File: config.mk
export PLATFORM = sky130hd
export DESIGN_NAME = lsta_ram
export DESIGN_NICKNAME = d
export VERILOG_FILES = /design/src/rtl/lsta_ram.sv
export SDC_FILE = /design/constraint.sdc
export NUM_CORES = 1
export LEC_CHECK = 0
export BUFFER_PORTS_ARGS = -buffer_cell sky130_fd_sc_hd__buf_2
export CAP_MARGIN = 25
export CELL_PAD_IN_SITES_DETAIL_PLACEMENT = 0
export CELL_PAD_IN_SITES_GLOBAL_PLACEMENT = 1
export CORE_AREA = 2 2 99 101
export DETAILED_ROUTE_END_ITERATION = 8
export DIE_AREA = 0 0 101 103
export PLACE_DENSITY_LB_ADDON = 0.15
export RECOVER_POWER = 100
export SLEW_MARGIN = 20
export SYNTH_ARGS = -nofsm -noshare
export SYNTH_HDL_FRONTEND = slang
export SYNTH_SLANG_ARGS = --single-unit
File: constraint.sdc
create_clock -name clk -period 6 [get_ports clk]
set_clock_uncertainty 0.2 [all_clocks]
set_input_delay 1.8 -clock clk [delete_from_list [all_inputs] [get_ports clk]]
set_output_delay 1.8 -clock clk [all_outputs]
set_load 0.02 [all_outputs]
File: src/rtl/lsta_ram.sv
// Generic simple dual-port RAM, one write and one registered read port.
// No dependencies.
`default_nettype none
module lsta_ram #(
    parameter int WIDTH = 8,
    parameter int DEPTH = 16
) (
    input  wire logic                     clk,
    input  wire logic                     we,
    input  wire logic [$clog2(DEPTH)-1:0] waddr,
    input  wire logic [WIDTH-1:0]         wdata,
    input  wire logic [$clog2(DEPTH)-1:0] raddr,
    output logic      [WIDTH-1:0]         rdata
);

    logic [WIDTH-1:0] mem [DEPTH];

    always_ff @(posedge clk)
    begin
        if (we)
        begin
            mem[waddr] <= wdata;
        end
        rdata <= mem[raddr];
    end

endmodule
`default_nettype wire

== After elaboration in Yosys (flattened, before gate mapping) ==
Memories as Yosys holds them, arrays and structs flattened. A register that Yosys moved wholly into a read port is not among the register bits.
Index checks and enable logic that the tools add are counted.

* Bits in registers: 0
* RAM bits: 128
* Input bits: 18
* Output and inout port bits: 8
* Logic and storage cells: 3
* Memories kept: 1

* Multiplexer cells: 2

{| class="wikitable"
|+ Memory list
! name !! words !! width !! rd ports !! clocked after memory_dff !! write ports !! line !! RTL
|-
| mem || 16 || 8 || 1 || 1 || 1 || 16 || <nowiki>logic [WIDTH-1:0] mem [DEPTH];</nowiki>
|}

{| class="wikitable"
|+ Operator list
! operator !! count
|-
| 1-bit two-way mux || 2
|}

== Depth between registers and ports, before layout ==
Gate-level depths: netlist (run 1).

* Word-level depth: 2
* Mapped depth: 5
* Mapped depth without buffers: 3

== Worst setup path before layout (run 1) ==
Ideal clock, no wire load.

* Kind: input port to flip-flop
* Start point: in waddr[2]
* End point: mem mem[0][0], enable pin
* Library setup time: 0.383 ns
* Data arrival time: 2.910 ns
* Data required time: 5.417 ns
* Path slack: 2.507 ns
* Stages: 2
* Buffers on the path: 0
* Cells stage by stage: or3b_2 nor3_1

{| class="wikitable"
|+ RTL lines
! what !! line !! RTL
|-
| start: declaration || 10 || <nowiki>input wire logic [$clog2(DEPTH)-1:0] waddr,</nowiki>
|-
| end: declaration || 16 ||
|}

Straight into the memory's write port.

==> results.yml, run 1 <==
synth:
  synth_edf_count: 128
  synth_area_leaders: "edfxtp_1 75%, mux4_2 7.9%, mux4_1 7.1%, dfxtp_1 3.1%, a22oi_1 2.3%"
  yosys-top-cells-count: "128 x edfxtp_1, 18 x mux4_2, 16 x a22oi_1"
  netlist_instances: 229
  yosys.cell_types.count: 19
  ys.flop_type: "edfxtp_1"
  seq_area_frac_synth_pct: 77.8
  synth_fp_nets: 247
  synth.yosys.warnings: 0
  avgSynthCellArea_um2: 22.5
  async_flop_share_pct: 0
  synth_top_area_cell: "edfxtp_1"
  synth_most_common_cell: "edfxtp_1"
  synth_top_area_share_pct: 74.7
  syn_area_mm2: 0.00515
  ys_ff_latch: 136
grt:
  track_usage_pct: 20.7
  grt_pass1_wl_um: 14500
  antenna_found_initial: 0
  gr-total-overflow: 0
  grt_max_degree: 33
  grt_pass1_vias: 2320
cells_and_area:
  drive_above_1_share_pct: 19.4
  layoutNonFillerInstCount: 392
  area_delta_synth_final_pct: 14.7
  diodes: 0
  nFillCells: 669
  fin_area_mm2: 0.00590
  nets: 283
setup_path:
  worstSetupStartpointType: "input pin"
  worstPathRequired_ns: 6.19
  critical_path.max_fanout: 17
  end_kind: "register"
  crit-reg2reg-launch: "mem[0][2]"
  worstReg2RegEnd: "rdata[2]"
  crit_type: "input pin to register"
  ff2ff_path_depth: 3
  endpoint: "rdata[4]"
  crit_start: "raddr[0]"
  rrSetupSlack_ns: 4.39
  cp_data_arrival_time_ns: 4.00
clock_tree:
  htree_num_levels: 4
  cts-root-buf: "clkbuf_8"
  clk_pin_slew_worst_paths_ns: 0.06
  ctsResizeCount: 0
  ctsHoldBuffers: 0
  cts_sinks: 136
  cts_buffer_depth: 2
  cts_buffers: 17
  clock_latency_ns: 0.52
  cts_tree: "built"
  post_cts_buffers: 0
worst_hold_path:
  hold_path_class: "register to register"
sta:
  finalSetupTns_ns: 0
  rsz0062_at_grt: "false"
  setup_viol: 0
  fin_crit_ns: 3.81
  hold_viol_final: 0
  tightest_slew_ns: 1.58
  final.period_utilization_pct: 63.6
  fmax_mhz: 262
  slew_violations: 9
  slew_headroom_pct: -5.90
placement:
  portBuffers: 25
  placed_cells: 360
  post-dp-hpwl_um: 5860
  dpl_cell_area_mm2: 0.00537
  gp_congestion: 0.765
flow_run:
  cap_violations: 1
power_and_ir_drop:
  pwr-share-comb_pct: 4.5
  p_seq_share_pct: 49.4
  ir_worst_vdd_mv: 0.234
  leakage_nw: 1.92
  p_switching_w: 0.000439
  pwr_density_cell_mw_per_mm2: 367
  power_w: 0.00217
  p_int_w: 0.00173
  pwr-share-clk_pct: 46.1
  swShare_pct: 20.3
status:
  status: "finished with violations"
  violations: "capacitance limit, slew limit"
route:
  drc: 0
  post_drt_wl_per_cell_um: 25.0
  dr_total_vias: 2351
  ant_nets: 0
  totalWireLength_um: 9790
  dr.pass1.iters: 4
  drt_iter0_drc: 185
  vias_per_cell: 6.00
floorplanning:
  row_count: 36
  core_region_area_mm2: 0.00946
  dieArea_mm2: 0.0104
  start_util_pct: 54.4
  die_y_um: 103
  ioPinCount: 26
  die_w_um: 101
## logic make-up (layout without fill, tap and decap cells)
family                 Yosys count  in the layout  share of synthesized area, %
buffers and inverters           10             59                          1.68
flip-flops                     136            136                          77.8
AND/OR/NAND/NOR                 35             35                          3.18
AO/OA/AOI/OAI                   16             16                          2.33
multiplexers                    32             32                          15.0
## metrics by stage
step,utilization (%),worst slack (ns),hold WS [ns]
2_1_floorplan,-,2.51,0.429
3_3_place_gp,56.5,1.95,0.450
3_5_place_dp,56.8,2.13,0.459
4_1_cts,62.9,2.68,0.473
5_1_grt,62.4,1.96,0.499
6_report,62.4,2.19,0.468
## layer usage
metal  part of all wire [%]  global-route usage [%]  wire (µm)
met1                     47                    30.7       4550
met2                     47                    29.9       4620
met3                    5.6                    7.12        548
met4                   0.71                    5.30         69
met5                      0                       0          0
## placed cells by master, fill, tap and decap left out
master,Yosys,layout
edfxtp_1,128,128
clkbuf_1,0,22
mux4_2,18,18
a22oi_1,16,16
clkbuf_16,0,16
mux4_1,14,14
nor2_1,13,13
nand2_1,9,9
dfxtp_1,8,8
buf_2,3,5
nor3_1,4,4
clkinv_2,0,4
clkinvlp_4,0,4
bufinv_16,0,3
nand3b_1,2,2
nand2b_1,2,2
clkinv_1,0,2
nor2b_1,1,1
and2_1,1,1
and2b_1,1,1
nand3_1,1,1
or3b_2,1,1
clkbuf_8,0,1
inv_6,0,1
buf_12,0,1
## worst max-delay path, cell delays in order
cell      delay (ns)
clkbuf_1        0.96
buf_12          0.28
mux4_1          0.57
a22oi_1         0.29
nand2_1         0.08
## worst min-delay path by stage
stage / from / end / slack, ns / depth (start not counted)
after floorplan: mem[7][0] / rdata[0] / 0.43 / 3
after CTS: mem[14][5] / rdata[5] / 0.47 / 3
final: mem[13][0] / rdata[0] / 0.47 / 3
after global placement: mem[15][5] / rdata[5] / 0.45 / 3
after detailed placement: mem[14][5] / rdata[5] / 0.46 / 3
after global routing: mem[13][0] / rdata[0] / 0.50 / 3
## layout make-up
cell class                      count  area [µm²]  share of cell area (%)
Clock buffer                       18         418                    7.08
Clock inverter                     14         156                    2.65
Multi-Input combinational cell     83        1060                    17.9
Sequential cell                   136        4000                    67.8
Tap cell                          114         143                    2.42
Timing Repair Buffer               27         124                    2.10
## sequential cells by signal (all words and copies together) (netlist names)
name   cells
mem      128
rdata      8
## power groups by stage
stage,clock [W],sequential [W],combinational [W]
2_1_floorplan,0,0.00109,0.0000539
3_3_place_gp,0,0.00109,0.0000989
3_5_place_dp,0,0.00109,0.000102
4_1_cts,0.00101,0.00107,0.000103
5_1_grt,0.00106,0.00107,0.000106
6_report,0.000998,0.00107,0.0000975
Note: power is estimated with default switching activity, not from simulation.
==> run 2: changes to the inputs <==
- CORE_AREA: 2 2 99 101 -> 2 2 102 104
- DIE_AREA: 0 0 101 103 -> 0 0 104 106
- clock period: 6 -> 3.75 ns (I/O delays scaled with it)
==> results.yml, run 2 (same netlist as run 1, synthesis figures left out) <==
status:
  status: "complete, no violations"
cells_and_area:
  multi_input_area_mm2: 0.00106
  reg_top3: "mem (128), rdata (8)"
  mostFrequentLayoutCells: "128 x edfxtp_1, 34 x clkbuf_1, 18 x mux4_2, 16 x a22oi_1, 16 x clkbuf_16"
  area_delta_synth_final_pct: 17.3
  final_common_cell: "edfxtp_1"
  layout.area.seq_mm2: 0.00400
  drive_above_1_share_pct: 20.1
  nets: 298
  final_util_pct: 60.4
  nFillCells: 771
  diodes: 0
  largest_reg_flops: 128
  regMostFlops: "mem"
clock_tree:
  htree_num_levels: 4
  clk_pin_slew_worst_paths_ns: 0.06
  clock_latency_ns: 0.52
  cts_buffer_depth: 2
  post_cts_buffers: 0
  cts_sinks: 136
  cts_tree: "built"
  ctsHoldBuffers: 0
  cts_buffers: 17
  ctsResizeCount: 0
  cts-root-buf: "clkbuf_8"
setup_path:
  crit_chain: "clkbuf_1 -> buf_4 -> mux4_1 -> a22oi_1 -> nand2_1"
  slowest_delay_ns: 0.66
  rrSetupSlack_ns: 2.19
  cpMaxStageDelayCell: "clkbuf_1"
  worstSetupStartpointType: "input pin"
  end_kind: "register"
  worstPathRequired_ns: 3.95
  cp_data_arrival_time_ns: 3.11
  critical_path.max_fanout: 11
  crit_type: "input pin to register"
placement:
  post-dp-hpwl_um: 6170
  gp_congestion: 0.730
  portBuffers: 25
sta:
  fin_crit_ns: 2.92
  slew_headroom_pct: 39.6
  final.period_utilization_pct: 77.8
  rsz0062_at_grt: "false"
  tightest_slew_ns: 0.906
  slew_violations: 0
  setup_viol: 0
  finalSetupTns_ns: 0
  fmax_mhz: 343
  hold_viol_final: 0
floorplanning:
  die_y_um: 106
  core_region_area_mm2: 0.0100
  ioPinCount: 26
  die_w_um: 104
  start_util_pct: 51.5
  dieArea_mm2: 0.0110
  row_count: 37
route:
  ant_nets: 0
  dr.pass1.iters: 4
  top_layer: "met4"
  vias_per_cell: 5.68
  totalWireLength_um: 9970
  drt_iter0_drc: 155
  wl_met2_um: 4730
  drc: 0
  post_drt_wl_per_cell_um: 23.2
  wl_met3_um: 460
  dr_total_vias: 2436
  met1_length_um: 4600
power_and_ir_drop:
  ir_worst_vdd_mv: 0.245
  leakage_nw: 1.97
  pwr_density_cell_mw_per_mm2: 598
  power_w: 0.00361
grt:
  gr-total-overflow: 0
  antenna_found_initial: 0
  track_usage_pct: 19.6
  grt_max_degree: 31
  grt_pass1_wl_um: 14700
  grt_pass1_vias: 2450
flow_run:
  cap_violations: 0
worst_hold_path:
  hold_path_class: "register to register"
## run 2: cell types whose count changed in the layout (fill, tap and decap cells not counted)
cell	delta
clkinv_1	-2
clkbuf_1	+12
inv_6	-1
buf_4	+5
clkinv_2	-1
bufinv_16	+2
buf_12	-1
clkinv_4	+1
## run 2: final cells by class
cell class,instances,share of cell area (%)
clock buffers,19,6.98
clock inverters,13,3.38
multi-input cells,83,17.5
flip-flops and latches,136,66.3
well taps,136,2.82
repair buffers,42,3.02
## run 2: critical path: cells and delay by family
family | cells | cell delay [ns]
AND/OR/NAND/NOR | 1 | 0.08
multiplexers | 1 | 0.57
AO/OA/AOI/OAI | 1 | 0.30
buffers and inverters | 2 | 1.03
## run 2: final timing paths
check,from,endpoint,cells after the start
worst max register to register,mem[10][2],rdata[2],3
worst min register to register,mem[15][4],rdata[4],3
worst min-delay path,mem[15][4],rdata[4],3
worst max-delay path,raddr[0],rdata[2],5
## run 2: power by group
group	internal (W)	leakage (nW)	switching (W)	total, W
Sequential	0.00170	1.22	0.00000940	0.00171
Combinational	0.0000597	0.451	0.0000979	0.000158
Clock	0.00114	0.294	0.000600	0.00174
## run 2: per-stage QoR
step	hold slack, ns	setup slack [ns]	instance area, µm²	std cells
2_1_floorplan	0.429	0.932	5150	229
3_3_place_gp	0.447	0.664	5480	397
3_5_place_dp	0.458	0.664	5480	397
4_1_cts	0.472	1.23	6110	429
5_1_grt	0.503	0.680	6040	429
6_report	0.466	0.834	6040	429
## run 2: per-layer routing
metal,track usage (%),up-vias
met2,29.2,62
met4,8.40,0
met3,6.07,14
met1,27.0,1282
met5,0,-
li1,-,1078
==> run 3: changes to the inputs <==
- CORE_AREA: 2 2 102 104 -> 2 2 107 109
- DIE_AREA: 0 0 104 106 -> 0 0 109 111
- clock period: 3.75 -> 2.5 ns (I/O delays scaled with it)
==> results.yml, run 3 (same netlist as run 1, synthesis figures left out) <==
clock_tree:
  ctsResizeCount: 0
  cts_buffer_depth: 2
  cts-root-buf: "clkbuf_16"
  ctsHoldBuffers: 0
  clk_pin_slew_worst_paths_ns: 0.05
  cts_buffers: 17
  post_cts_buffers: 0
  htree_num_levels: 4
  clock_latency_ns: 0.40
  cts_tree: "built"
  cts_sinks: 136
flow_run:
  cap_violations: 0
sta:
  fin_crit_ns: 2.21
  finalSetupTns_ns: 0
  rsz0062_at_grt: "false"
  hold_viol_final: 0
  slew_headroom_pct: 51.1
  slew_violations: 0
  setup_viol: 0
  final.period_utilization_pct: 88.3
  hold-worst-slack_ns: 0.483
  tightest_slew_ns: 0.733
  fmax_mhz: 453
  fin_ws_ns: 0.293
grt:
  track_usage_pct: 18.0
  grt_pass1_wl_um: 15000
  antenna_found_initial: 0
  grt_max_degree: 24
  grt_pass1_vias: 2520
  gr-total-overflow: 0
cells_and_area:
  largest_reg_flops: 128
  regMostFlops: "mem"
  nFillCells: 849
  drive_above_1_share_pct: 20.4
  area_delta_synth_final_pct: 18.9
  mostFrequentLayoutCells: "128 x edfxtp_1, 39 x clkbuf_1, 18 x mux4_2, 17 x clkbuf_16, 16 x a22oi_1"
  reg_top3: "mem (128), rdata (8)"
  final_common_cell: "edfxtp_1"
  nets: 309
  final_util_pct: 55.3
  layoutNonFillerInstCount: 447
  diodes: 0
worst_hold_path:
  hold_path_class: "register to register"
setup_path:
  crit_chain: "clkbuf_1 -> or3b_2 -> nor3_1 -> clkbuf_1"
  end_kind: "register"
  crit_type: "input pin to register"
  cpMaxStageDelayCell: "or3b_2"
  crit_buf_inv: 2
  cp_data_arrival_time_ns: 2.04
  critical_path.max_fanout: 8
  worstPathRequired_ns: 2.34
  worstSetupStartpointType: "input pin"
  cp_common_cell: "clkbuf_1"
  crit_family: "simple AND/OR/NAND/NOR gates"
  slowest_delay_ns: 0.51
power_and_ir_drop:
  leakage_nw: 2.00
  swShare_pct: 19.4
  ir_worst_vdd_mv: 0.436
  pwr_density_cell_mw_per_mm2: 872
  pwr-share-clk_pct: 47.2
  p_int_w: 0.00431
  p_seq_share_pct: 48.0
  pwr-share-comb_pct: 4.7
  p_switching_w: 0.00103
status:
  status: "complete, no violations"
route:
  dr_total_vias: 2437
  vias_per_cell: 5.45
  ant_nets: 0
  totalWireLength_um: 9870
  post_drt_wl_per_cell_um: 22.1
  drt_iter0_drc: 157
  dr.pass1.iters: 4
  drc: 0
floorplanning:
  die_w_um: 109
  die_y_um: 111
  start_util_pct: 46.5
  dieArea_mm2: 0.0121
  row_count: 39
  ioPinCount: 26
  core_region_area_mm2: 0.0111
placement:
  placed_cells: 415
  post-dp-hpwl_um: 6300
  portBuffers: 25
  pre_cts_ws_ns: 0.00133
  gp_congestion: 0.724
run 3: changes by cell type in the layout (fill, tap and decap cells not counted), moves of 2 or more:
cell      delta
buf_12       +2
clkbuf_1     +5
buf_4        +4
clkinv_1     +3
run 3: layout make-up:
type	instances	area, µm²	area share, %
Multi-Input combinational cell	83	1060	17.3
Tap cell	143	179	2.92
Sequential cell	136	4000	65.4
Clock buffer	18	429	7.01
Clock inverter	14	181	2.96
Timing Repair Buffer	53	270	4.42
run 3: through the flow:
stage	power (W)	area (µm²)
3_5_place_dp	0.00288	5600
3_3_place_gp	0.00288	5600
6_report	0.00534	6120
4_1_cts	0.00540	6210
5_1_grt	0.00552	6120
2_1_floorplan	0.00276	5150
run 3: power by group through the flow:
| stage | registers (W) | clock network, W | logic [W] |
|---|---|---|---|
| 5_1_grt | 0.00257 | 0.00267 | 0.000274 |
| 3_3_place_gp | 0.00261 | 0 | 0.000266 |
| 4_1_cts | 0.00256 | 0.00257 | 0.000270 |
| 2_1_floorplan | 0.00263 | 0 | 0.000129 |
| 6_report | 0.00257 | 0.00252 | 0.000252 |
| 3_5_place_dp | 0.00261 | 0 | 0.000269 |
run 3: final timing paths:
check | startpoint | endpoint | slack [ns] | depth (start not counted)
worst max-delay path | we | mem[0][5] | 0.29 | 4
worst max register to register | mem[1][1] | rdata[1] | 0.93 | 3
worst min register to register | mem[8][4] | rdata[4] | 0.48 | 3
worst min-delay path | mem[8][4] | rdata[4] | 0.48 | 3
run 3: worst min-delay path, cell delays in order (launching register included):
cell	delay [ns]
edfxtp_1	0.31
mux4_1	0.21
a22oi_1	0.08
nand2_1	0.05
run 3: layer usage:
metal	part of all wire, %	GRT usage, %	wire length [µm]
met5	0	0	0
met4	0.99	5.64	98
met3	3.9	5.41	386
met2	49	26.3	4840
met1	46	26.1	4550
